--- config.mk ---
export PLATFORM = sky130hd
export DESIGN_NAME = mouse_packet_deframer
export DESIGN_NICKNAME = d
export VERILOG_FILES = /design/src/rtl/mpd_pkg.sv /design/src/rtl/mouse_packet_deframer.sv /design/src/rtl/mpd_frame.sv
export SDC_FILE = /design/constraint.sdc
export NUM_CORES = 1
export LEC_CHECK = 0
export BUFFER_PORTS_ARGS = -buffer_cell sky130_fd_sc_hd__buf_2
export CORE_ASPECT_RATIO = 1.5
export CORE_UTILIZATION = 46
export CTS_CLUSTER_SIZE = 28
export DETAILED_ROUTE_END_ITERATION = 6
export HOLD_SLACK_MARGIN = 0.15
export PLACE_DENSITY = 0.64
export SETUP_SLACK_MARGIN = 0.2
export SYNTH_ARGS = -nofsm -noshare
export SYNTH_HDL_FRONTEND = slang
export SYNTH_SLANG_ARGS = --single-unit
--- constraint.sdc ---
create_clock -name clk -period 9.7 [get_ports clk]
set_input_delay 1.94 -clock clk [delete_from_list [all_inputs] [get_ports clk]]
set_output_delay 1.94 -clock clk [all_outputs]
set_load 0.02 [all_outputs]
--- src/rtl/mpd_pkg.sv ---
// mouse packet deframer package: frame constants and the report record
// used by the frame collector and by the top level; no dependencies

package mpd_pkg;

  localparam logic [7:0] HEADER_BYTE  = 8'hAA;
  localparam int unsigned FRAME_LENGTH = 6;
  localparam logic [7:0] BUTTON_MASK  = 8'h07;
  localparam logic [7:0] WHEEL_FLAG   = 8'h08;

  localparam int unsigned POS_W = 3;
  localparam logic [POS_W-1:0] POS_LAST = POS_W'(FRAME_LENGTH - 1);

  typedef enum logic {
    CMD_BYTE = 1'b0,
    CMD_SLOT = 1'b1
  } command_t;

  typedef struct packed {
    logic [7:0] wheel;
    logic [7:0] dy;
    logic [7:0] dx;
    logic [2:0] buttons;
  } report_t;

endpackage

--- src/rtl/mouse_packet_deframer.sv ---
// mouse packet deframer top level: frame collector plus registered
// result stage with a skid slot; depends on mpd_pkg and mpd_frame
//
//   channel | ports                                          | direction
//   in      | in_valid in_stall in_command in_data_byte      | item in
//           | in_host_enumerated                             |
//   out     | out_valid out_stall out_buttons out_delta_x    | item out
//           | out_delta_y out_wheel_delta                    |
//
// one item per cycle while in_stall is low; a report shows on out_
// the cycle after its slot item is accepted when the result register
// is free or taken that cycle; otherwise it waits in the skid slot
// rst_n is synchronous: clears frame position, pending flag, held report
// and both result slots
// in_stall is high exactly while the skid slot holds a report: it rises the
// cycle after a slot item meets a full result register held by out_stall,
// and falls the cycle after that register is taken

module mouse_packet_deframer (
  input  logic        clk,
  input  logic        rst_n,
  input  logic        in_valid,
  output logic        in_stall,
  input  logic        in_command,
  input  logic [7:0]  in_data_byte,
  input  logic        in_host_enumerated,
  output logic        out_valid,
  input  logic        out_stall,
  output logic [2:0]  out_buttons,
  output logic signed [7:0] out_delta_x,
  output logic signed [7:0] out_delta_y,
  output logic signed [7:0] out_wheel_delta
);
  import mpd_pkg::*;

  logic    in_accept;
  logic    out_take;
  logic    res_valid;
  report_t res_report;
  logic    out_valid_r;
  report_t out_r;
  logic    skid_valid_r;
  report_t skid_r;

  assign in_stall  = skid_valid_r;
  assign in_accept = in_valid && !skid_valid_r;
  assign out_take  = out_valid_r && !out_stall;

  mpd_frame u_frame (
    .clk             (clk),
    .rst_n           (rst_n),
    .accept          (in_accept),
    .command         (in_command),
    .data_byte       (in_data_byte),
    .host_enumerated (in_host_enumerated),
    .res_valid       (res_valid),
    .res_report      (res_report)
  );

  always_ff @(posedge clk) begin
    if (!rst_n) begin
      out_valid_r  <= 1'b0;
      skid_valid_r <= 1'b0;
    end else begin
      if (skid_valid_r) begin
        if (out_take) begin
          out_r        <= skid_r;
          skid_valid_r <= 1'b0;
        end
      end else if (res_valid) begin
        if (!out_valid_r || out_take) begin
          out_r       <= res_report;
          out_valid_r <= 1'b1;
        end else begin
          skid_r       <= res_report;
          skid_valid_r <= 1'b1;
        end
      end else if (out_take) begin
        out_valid_r <= 1'b0;
      end
    end
  end

  assign out_valid       = out_valid_r;
  assign out_buttons     = out_r.buttons;
  assign out_delta_x     = out_r.dx;
  assign out_delta_y     = out_r.dy;
  assign out_wheel_delta = out_r.wheel;

  // skid slot only fills behind a full result register
  a_skid_behind_out: assert property (@(posedge clk) disable iff (!rst_n)
    skid_valid_r |-> out_valid_r)
    else $error("skid slot holds a report with the result register empty");

  // a byte item never disturbs a waiting result
  a_byte_keeps_out: assert property (@(posedge clk) disable iff (!rst_n)
    (in_accept && (in_command == CMD_BYTE) && out_valid_r && out_stall)
      |=> (out_valid_r && !skid_valid_r && $stable(out_r)))
    else $error("byte item changed a stalled result");

  // a taken result with nothing behind it empties the register
  a_out_drains: assert property (@(posedge clk) disable iff (!rst_n)
    (out_take && !skid_valid_r && !res_valid) |=> !out_valid_r)
    else $error("result register did not empty after hand-off");

endmodule

--- src/rtl/mpd_frame.sv ---
// frame collector: header hunt, byte capture, checksum check and
// pending/held report registers; depends on mpd_pkg

module mpd_frame (
  input  logic             clk,
  input  logic             rst_n,
  input  logic             accept,
  input  logic             command,
  input  logic [7:0]       data_byte,
  input  logic             host_enumerated,
  output logic             res_valid,
  output mpd_pkg::report_t res_report
);
  import mpd_pkg::*;

  logic [POS_W-1:0] pos_r, pos_nxt;
  // frame bytes 1..4; byte 0 is always the header
  logic [7:0]       body_r [1:4];
  logic             pend_valid_r, pend_valid_nxt;
  report_t          pend_r;
  report_t          held_r, held_nxt;
  logic [7:0]       sum;
  logic             is_byte;
  logic             is_slot;
  logic             check_ok;
  report_t          frame_rep;

  assign is_byte = accept && (command == CMD_BYTE);
  assign is_slot = accept && (command == CMD_SLOT) && host_enumerated;

  assign sum = HEADER_BYTE ^ body_r[1] ^ body_r[2] ^ body_r[3] ^ body_r[4];
  assign check_ok = is_byte && (pos_r == POS_LAST) && (sum == data_byte);

  always_comb begin
    frame_rep.buttons = body_r[1][2:0] & BUTTON_MASK[2:0];
    frame_rep.dx      = body_r[2];
    frame_rep.dy      = body_r[3];
    frame_rep.wheel   = ((body_r[1] & WHEEL_FLAG) != 8'h00) ? body_r[4] : 8'h00;
  end

  always_comb begin
    pos_nxt = pos_r;
    if (is_byte) begin
      priority if (pos_r == '0) begin
        pos_nxt = (data_byte == HEADER_BYTE) ? POS_W'(1) : '0;
      end else if (pos_r < POS_LAST) begin
        pos_nxt = pos_r + POS_W'(1);
      end else begin
        pos_nxt = '0;
      end
    end
  end

  always_comb begin
    pend_valid_nxt = pend_valid_r;
    held_nxt       = held_r;
    if (check_ok) begin
      pend_valid_nxt = 1'b1;
    end else if (is_slot) begin
      pend_valid_nxt = 1'b0;
      if (pend_valid_r) begin
        held_nxt = pend_r;
      end
    end
  end

  assign res_valid  = is_slot;
  assign res_report = held_nxt;

  always_ff @(posedge clk) begin
    if (!rst_n) begin
      pos_r        <= '0;
      pend_valid_r <= 1'b0;
      held_r       <= '0;
    end else begin
      pos_r        <= pos_nxt;
      pend_valid_r <= pend_valid_nxt;
      held_r       <= held_nxt;
    end
  end

  always_ff @(posedge clk) begin
    if (is_byte && (pos_r != '0) && (pos_r < POS_LAST)) begin
      body_r[pos_r] <= data_byte;
    end
    if (check_ok) begin
      pend_r <= frame_rep;
    end
  end

endmodule

-- After elaboration in Yosys (flattened, before gate mapping)
Memories as Yosys holds them, arrays and structs flattened.
Index checks and enable logic that the tools add are counted.
- memory bits (writable): 32
- input port bits: 14
- memories: 1
- flip-flop bits (word level): 114
- output and inout bits: 29
- logic and storage cells: 78
- magnitude comparators: 1
- reductions and logical operators: 22
- equality and inequality tests: 5
- multiplexer cells: 21
- add/sub/neg operators: 1
- bitwise operators: 7
- memory list (memory ; depth ; bits a word ; read ports ; clocked after memory_dff ; wr ports ; RTL line ; text):
    u_frame.body_r ; 4 ; 8 ; 4 ; 0 ; 1 ; mpd_frame.sv:18 ; logic [7:0] body_r [1:4];
- operators by type and width (kind ; number):
    $mux W27 ; 7
    $xor A8 B8 Y8 ; 3
    $mux W1 ; 12
    $logic_and A1 B1 Y1 ; 9
    $eq A8 B8 Y1 ; 1
    $eq A8 B8 Y1 const B ; 1
    $reduce_and A4 Y1 ; 2
    $reduce_bool A2 Y1 ; 4
    $mux W3 ; 2
    $not A4 Y4 ; 1
    $add A3 B1 Y3 const B ; 1
    $eq A3 B3 Y1 const B ; 1
    $logic_not A1 Y1 ; 3
    $logic_not A3 Y1 ; 1
    $lt A3 B3 Y1 const B ; 1
    $not A1 Y1 ; 3
    $reduce_and A3 Y1 ; 1
    $reduce_bool A3 Y1 ; 1
    $ne A2 B1 Y1 const B ; 1
    $ne A2 B2 Y1 const B ; 1
    $logic_or A1 B1 Y1 ; 1

-- Longest topological paths before layout
Gate-level depths: netlist of run 1.
An unclocked memory read counts as a cell.
- depth after elaboration: 11
- mapped depth: 6
- mapped depth without buffers: 6

-- Modules after synthesis
From an unflattened synthesis of run 1, not the netlist that was laid out.
- cells, all modules: 317
- area total of the unflattened synthesis: 5580.4 um2
- by module, submodules not included (module ; cells each ; area an instance (um2) ; instances ; sequential area each (um2)):
    mpd_frame ; 219 ; 3522.1 ; 1 ; 2392.3
    mouse_packet_deframer ; 98 ; 2058.2 ; 1 ; 1661.6

-- Worst setup path after synthesis of run 1
Ideal clock, no wire load.
- path type: in2reg
- start point: in in_data_byte[1]
- end point: reg, netlist name u_frame.pend_r[0]
- path buffers: 0
- arrival: 5.500 ns
- stages on the path: 4
- path slack: 3.711 ns
- required time: 9.211 ns
- setup time: 0.489 ns
- cell sequence: xnor3_1 -> xnor2_1 -> nand4_1 -> nor4b_1
- longest elaborated chain between the ends: 2
- RTL lines (what ; RTL line ; text):
    from (decl) ; mouse_packet_deframer.sv:25 ; input logic [7:0] in_data_byte,
    $eq A8 B8 Y1 ; mpd_frame.sv:32 ; assign check_ok = is_byte && (pos_r == POS_LAST) && (sum == data_byte);
    $logic_and A1 B1 Y1 ; mpd_frame.sv:32 ;
    via u_frame.check_ok ; mpd_frame.sv:25 ; logic check_ok;
The timed path passes the listed nets, and every way through them passes these cells.
A chain may end at the register's enable or synchronous reset.

-- Worst setup path in the final report of run 1
- start point: in in_data_byte[3]
- end point: reg, netlist name u_frame.pend_r[24]
- longest elaborated chain between the ends: 2
- RTL lines (what ; RTL line):
    $eq A8 B8 Y1 ; mpd_frame.sv:32
    $logic_and A1 B1 Y1 ; mpd_frame.sv:32
    via u_frame.check_ok ; mpd_frame.sv:25
The timed path passes the listed nets, and every way through them passes these cells.

==> summary.txt, run 1 <==
Worst setup path
  – Critical path class: input port to flip-flop
  – Crit start category: input port
  – WP data required: 9.78 ns
  – Crit-path cells: buf_2, xnor3_1, xnor2_1, nand4_1, nor4b_2, buf_4
  – Arr. time, crit path: approximately 3.5 ns
  – CP max FO: 27
  – Delay of the slowest critical-path stage: approximately 0.42 ns
  – CP endpoint kind: flip-flop
  – Slowest cell on the critical path: xnor3_1

Placed design
  – Port bufs: 42
  – GPL Wtd Cong: between 0.8 and 0.9
  – HPWL Detailed: around 6000 um

Pwr
  – P per Cell Area: 203 nW/um2
  – Total power draw: about 1.4 mW
  – Clk pwr share: 48.4%
  – Comb pwr share: 2.0%
  – Flop pwr share: between 40 and 50%
  – VDD IR max: around 120 uV
  – Total internal power: 1.09 mW
  – Sw Pwr: between 0.2 and 0.3 mW
  – Sw Ratio: 19.3%
  – Lkg Pwr: around 2.5 nW

Detailed routing
  – 1st-iter DRT viols: 88
  – Remaining DRCs: 0
  – Max layer used: met4
  – Remaining antenna violation count: 0
  – DR WL met2: approximately 4600 um
  – DR vias: 2701
  – Avg WL per Cell: roughly 17 um
  – Drt first pass iters: 5
  – Met3 routed WL: between 300 and 400 um
  – WL met1: 3990 um
  – Final WL: around 9000 um
  – Vias/cell: about 5.0

Clock tree
  – Hold Buf Count CTS: 0
  – Clk buf depth: 2
  – Setup repair bufs after CTS: 0
  – Skew-Pair Late Insertion Delay: 0.41 ns
  – Clock-pin slew of the registers on the worst-case setup and hold paths: 0.06 ns
  – CTS buffer count: 17
  – PostCTS Resize Cnt: 0
  – Clk Tree Root Cell: clkbuf_16
  – CTS H-tree depth: 4
  – Clock Sinks: about 150
  – CTS tree: done

Floorplanning
  – FP Rows: slightly below 50
  – Initial core utilization: 47.3%
  – Die area: about 13000 um2
  – Core ar.: ~12000 um2
  – Die width: 92.5 um
  – Die height: between 100 and 150 um
  – I/O pins: 43

Synth
  – Cell count after synthesis: around 320
  – Netlist Area Pre-Place: 5650 um2
  – Post-synthesis sequential area ratio: approximately 72%
  – Yosys reg bits: about 150
  – Post-synth top flop: edfxtp_1
  – FFs w/ async S/R, synth: 0%
  – Mean Syn Cell Area: 17.6 um2
  – Number of warnings issued by yosys: 0
  – Count of cell types in the netlist: 36
  – EDFF count, synth: roughly 110
  – Syn nets: 338

STA
  – Final Cycle Share: between 30% and 40%
  – Hold Violations, Final: 0
  – Final setup fails: 0
  – Peak Freq: ~290 MHz
  – RSZ-0062 raised after global routing: no
  – Final worst path period need: around 3.5 ns
  – Worst Max-Slew Pin Slew: roughly 0.86 ns
  – Setup TNS: 0 ns
  – Relative slew slack: a little over two fifths
  – Final worst clock skew: between 0.008 and 0.009 ns
  – Final Max Tran Viols: 0

GRT
  – Largest net degree at the start of global routing: 36
  – First-pass GRT wire length: about 15000 um
  – Vias in the first global route: approximately 2800
  – Initial antenna violation count: 1
  – Gr usage total: 15.8%
  – GRT Residual Overflow: 0

Cells and area
  – Fraction of layout cells with a size suffix above 1: a little over a third
  – Most common cell after layout, fill and taps aside: edfxtp_1
  – Commonest non-fill, non-tap cells in the layout: 113 x edfxtp_1, 42 x buf_2, 35 x and2_1
  – Area occupied by multi-input gates: ~1600 um2
  – Storage cell area: between 4000 and 5000 um2
  – Area added between synthesis and finish: 17.8%
  – Fin nets: ~400
  – Fillcell total: 942

Job
  – Max Cap Viol: 0

Status
  – Status: completed

Worst hold path
  – Worst Hold Class: flip-flop to flip-flop
logic make-up after synthesis:
| kind of cell | Yosys count | share of synthesized area [%] |
|---|---|---|
| flops | 146 | 71.7 |
| simple gates | 68 | 7.46 |
| mux | 54 | 12.1 |
| xor+xnor | 26 | 5.49 |
| compound gates | 13 | 1.55 |
| buf+inv | 11 | 0.996 |
| fa+ha+maj | 3 | 0.664 |
state kept, by name (all words and copies together), names as in the netlist, 3 cells and up:
signal / count
out_buttons: 3
out_delta_x: 8
out_delta_y: 8
out_wheel_delta: 8
skid_r: 27
u_frame.body_r: 32
u_frame.held_r: 27
u_frame.pend_r: 27
u_frame.pos_r: 3
critical path, delay by kind of cell:
family / cells / cell delay, ns
XOR/XNOR: 2 / 0.65
buffers and inverters: 2 / 0.51
AND/OR/NAND/NOR: 2 / 0.43
power by group through the flow:
stage	clock, mW	sequential, mW	combinational [mW]
CTS	0.667	0.672	0.0273
global placement	0	0.685	0.0262
global route	0.687	0.672	0.0297
floorplan	0	0.688	0.0131
detailed placement	0	0.685	0.0272
finish	0.655	0.672	0.0269
metrics by stage:
stage | setup WS (ns) | hold WS (ns) | util (%) | instances | area [um2]
3_3_place_gp | 5.84 | 0.453 | 50.6 | 512 | 6050
2_1_floorplan | 3.71 | 0.438 | - | 321 | 5650
3_5_place_dp | 5.81 | 0.456 | 50.6 | 512 | 6050
4_1_cts | 6.24 | 0.467 | 55.6 | 544 | 6650
5_1_grt | 6.13 | 0.488 | 55.6 | 544 | 6650
6_report | 6.24 | 0.468 | 55.7 | 545 | 6660
final timing paths:
path,startpoint,endpoint,slack (ns),cells after the start
hold / removal,u_frame.body_r[1][2],u_frame.pend_r[2],0.47,0
setup reg to reg,in_stall,out_wheel_delta[5],7.24,5
hold reg to reg,u_frame.body_r[1][2],u_frame.pend_r[2],0.47,0
setup / recovery,in_data_byte[3],u_frame.pend_r[24],6.24,6
layout make-up:
class / count / share of cell area (%)
Clock buffer: 19 / 6.66
Antenna cell: 1 / 0.0376
Clock inverter: 13 / 2.41
Sequential cell: 146 / 60.9
Tap cell: 153 / 2.88
Inverter: 3 / 0.169
Multi-Input combinational cell: 164 / 23.3
Timing Repair Buffer: 46 / 3.61
metal layers:
metal  up-vias  global-route usage [%]
met5         -                       0
met4         0                    8.42
met3        14                    4.25
met2        57                    26.4
met1      1322                    18.6
li1       1308                       -
synthesized netlist by cell type (3+ instances only):
master	count	area share, %
a21boi_0	3	0.40
and2_1	35	3.9
clkbuf_1	5	0.33
dfxtp_1	33	12
edfxtp_1	113	60
ha_1	3	0.66
inv_1	3	0.20
mux2_2	34	6.8
mux2_4	20	5.3
nand2_1	7	0.47
nand3_1	5	0.44
nor2_1	6	0.40
o21ai_0	3	0.27
xnor2_1	16	2.5
xnor3_1	6	2.4
xor2_1	4	0.62
No activity file was read; power rests on OpenSTA's default activity.
==> inputs of run 2 (changes only) <==
==> constraint.sdc (replaced) <==
create_clock -name clk -period 3.6 [get_ports clk]
set_input_delay 0.72 -clock clk [delete_from_list [all_inputs] [get_ports clk]]
set_output_delay 0.72 -clock clk [all_outputs]
set_load 0.02 [all_outputs]
==> summary.txt, run 2 (same netlist as run 1, synthesis figures left out) <==
Worst setup path
  – Delay of the slowest critical-path stage: 0.64 ns (was 0.42 ns)
  – Reg2reg start: u_frame.pos_r[0] (was in_stall)
  – RR Endpoint: u_frame.body_r[3][0] (was out_wheel_delta[5])
  – Stages on worst setup path: 5 (was 6)
  – CP endpoint kind: flip-flop (unchanged)
  – WP data required: 3.63 ns (was 9.78 ns)
  – Cell type group with the largest total delay on the critical path: simple AND/OR/NAND/NOR gates (was XOR/XNOR gates)
  – Arr. time, crit path: 2.33 ns (was 3.54 ns)
  – R2R Setup Slk: 1.29 ns (was 7.24 ns)
  – CP max FO: 8 (was 27)
  – Worst path bufs/invs: 1 (was 2)
  – Slowest cell on the critical path: nor2_1 (was xnor3_1)
  – Reg2Reg Depth: 5 (unchanged)
  – Crit-path cells: inv_1, ha_1, nor3_1, nand2_1, nor2_1 (was buf_2, xnor3_1, xnor2_1, nand4_1, nor4b_2, buf_4)
  – Crit start category: flip-flop (was input port)
  – Critical path class: flip-flop to flip-flop (was input port to flip-flop)

Cells and area
  – Fillcell total: 969 (was 942)
  – Largest register FFs: 32 (unchanged)
  – Final Instance Area: 6720 um2 (was 6660 um2)
  – Biggest register: u_frame.body_r (unchanged)
  – Fin nets: 395 (unchanged)
  – Commonest non-fill, non-tap cells in the layout: 113 x edfxtp_1, 42 x buf_2, 35 x and2_1 (unchanged)
  – Core Util, Final: 56.2% (was 55.7%)
  – Most common cell after layout, fill and taps aside: edfxtp_1 (unchanged)
  – Area added between synthesis and finish: 19.0% (was 17.8%)
  – N_diodes: 0 (was 1)
  – Fraction of layout cells with a size suffix above 1: 35.0% (was 35.3%)
  – Non-filler cells in the finished layout: 544 (was 545)

GRT
  – Largest net degree at the start of global routing: 36 (unchanged)
  – Vias in the first global route: 2848 (was 2797)
  – First-pass GRT wire length: 14900 um (was 14500 um)
  – Gr usage total: 16.4% (was 15.8%)
  – GRT Residual Overflow: 0 (unchanged)
  – Initial antenna violation count: 0 (was 1)

STA
  – Final Max Tran Viols: 0 (unchanged)
  – Hold Violations, Final: 0 (unchanged)
  – Peak Freq: about 430 MHz
  – Final worst clock skew: 0.00969 ns (was 0.00888 ns)
  – Final worst path period need: ~2.3 ns
  – Relative slew slack: 44.0% (was 42.5%)
  – Final Cycle Share: between 60% and 70%
  – RSZ-0062 raised after global routing: no (unchanged)
  – Worst Max-Slew Pin Slew: 0.838 ns (was 0.860 ns)
  – Final worst setup slack: 1.29 ns (was 6.24 ns)
  – Setup TNS: 0 ns (unchanged)
  – Final setup fails: 0 (unchanged)

Floorplanning
  – Die width: 92.5 um (unchanged)
  – Die height: 138 um (unchanged)
  – Core ar.: 12000 um2 (unchanged)
  – I/O pins: 43 (unchanged)
  – Initial core utilization: 47.3% (unchanged)
  – Die area: 12700 um2 (unchanged)
  – FP Rows: 49 (unchanged)

Worst hold path
  – Worst hold endpoint: u_frame.pend_r[11] (was u_frame.pend_r[2])
  – Min-delay src: u_frame.body_r[3][0] (was u_frame.body_r[1][2])
  – Hold Crit Depth: 0 (unchanged)
  – Worst Hold Class: flip-flop to flip-flop (unchanged)

Detailed routing
  – Avg WL per Cell: 17.2 um (was 16.7 um)
  – 1st-iter DRT viols: 192 (was 88)
  – Final WL: 9330 um (was 9130 um)
  – DR vias: 2783 (was 2701)
  – Vias/cell: 5.12 (was 4.96)
  – Drt first pass iters: 5 (unchanged)
  – Remaining DRCs: 0 (unchanged)
  – Remaining antenna violation count: 0 (unchanged)

Clock tree
  – Setup repair bufs after CTS: 0 (unchanged)
  – CTS buffer count: 17 (unchanged)
  – Clk buf depth: 2 (unchanged)
  – Skew-Pair Late Insertion Delay: 0.41 ns (about the same)
  – CTS tree: done (unchanged)
  – CTS H-tree depth: 4 (unchanged)
  – Clock Sinks: 146 (unchanged)
  – Hold Buf Count CTS: 0 (unchanged)
  – PostCTS Resize Cnt: 0 (unchanged)
  – Clock-pin slew of the registers on the worst-case setup and hold paths: 0.06 ns (about the same)
  – Clk Tree Root Cell: clkbuf_16 (unchanged)

Pwr
  – Lkg Pwr: 2.50 nW (was 2.47 nW)
  – VDD IR max: 302 uV (was 121 uV)
  – P per Cell Area: 570 nW/um2 (was 203 nW/um2)

Placed design
  – Placed inst area: 6060 um2 (was 6050 um2)
  – HPWL Detailed: 5920 um (was 5990 um)
  – GPL Wtd Cong: 0.734 (was 0.812)
  – Pre-CTS setup slack: 0.882 ns (was 5.81 ns)
  – Cells after DPL: 512 (unchanged)
  – Port bufs: 42 (unchanged)

Job
  – Max Cap Viol: 0 (unchanged)

Status
  – Status: completed (unchanged)
[run 2: cell count changes in the layout (fill, tap and decap cells not counted), sizes merged]
cell    delta
diode      -1
clkinv     -2
bufinv     +3
clkbuf     -1
[run 2: power by group]
group / switching [mW] / internal, mW / leakage [nW] / total, mW
registers: 0.00378 / 1.81 / 1.24 / 1.81
clock network: 0.648 / 1.30 / 0.318 / 1.95
logic: 0.0436 / 0.0300 / 0.947 / 0.0736
[run 2: metal layers]
layer  wire [um]  GRT usage [%]  vias to the layer above
met5           0              0                        -
li1            -              -                     1307
met1        4150           19.6                     1394
met4         138           8.16                        0
met2        4680           27.0                       70
met3         361           4.97                       12
[run 2: final cells by class]
class	instances	area, um2	area share, %
Sequential cell	146	4050	60.3
Multi-Input combinational cell	164	1560	23.2
Clock buffer	18	429	6.38
Timing Repair Buffer	46	240	3.57
Clock inverter	14	235	3.50
Tap cell	153	191	2.85
Inverter	3	11.3	0.168
[run 2: per-stage QoR]
step / total power, mW / hold WS (ns)
finish: 3.83 / 0.474
CTS: 3.87 / 0.476
global route: 3.95 / 0.487
global placement: 1.92 / 0.457
floorplan: 1.89 / 0.438
detailed placement: 1.92 / 0.466
[run 2: worst max-delay path by stage]
| stage | startpoint | to | slack [ns] |
|---|---|---|---|
| 4_1_cts | u_frame.pos_r[0] | u_frame.body_r[3][0] | 1.28 |
| 2_1_floorplan | in_valid | out_buttons[0] | 0.73 |
| 3_5_place_dp | in_data_byte[0] | u_frame.pend_r[5] | 0.88 |
| 5_1_grt | u_frame.pos_r[0] | u_frame.body_r[3][0] | 1.17 |
| 6_report | u_frame.pos_r[0] | u_frame.body_r[3][0] | 1.29 |
| 3_3_place_gp | in_data_byte[0] | u_frame.pend_r[25] | 0.91 |
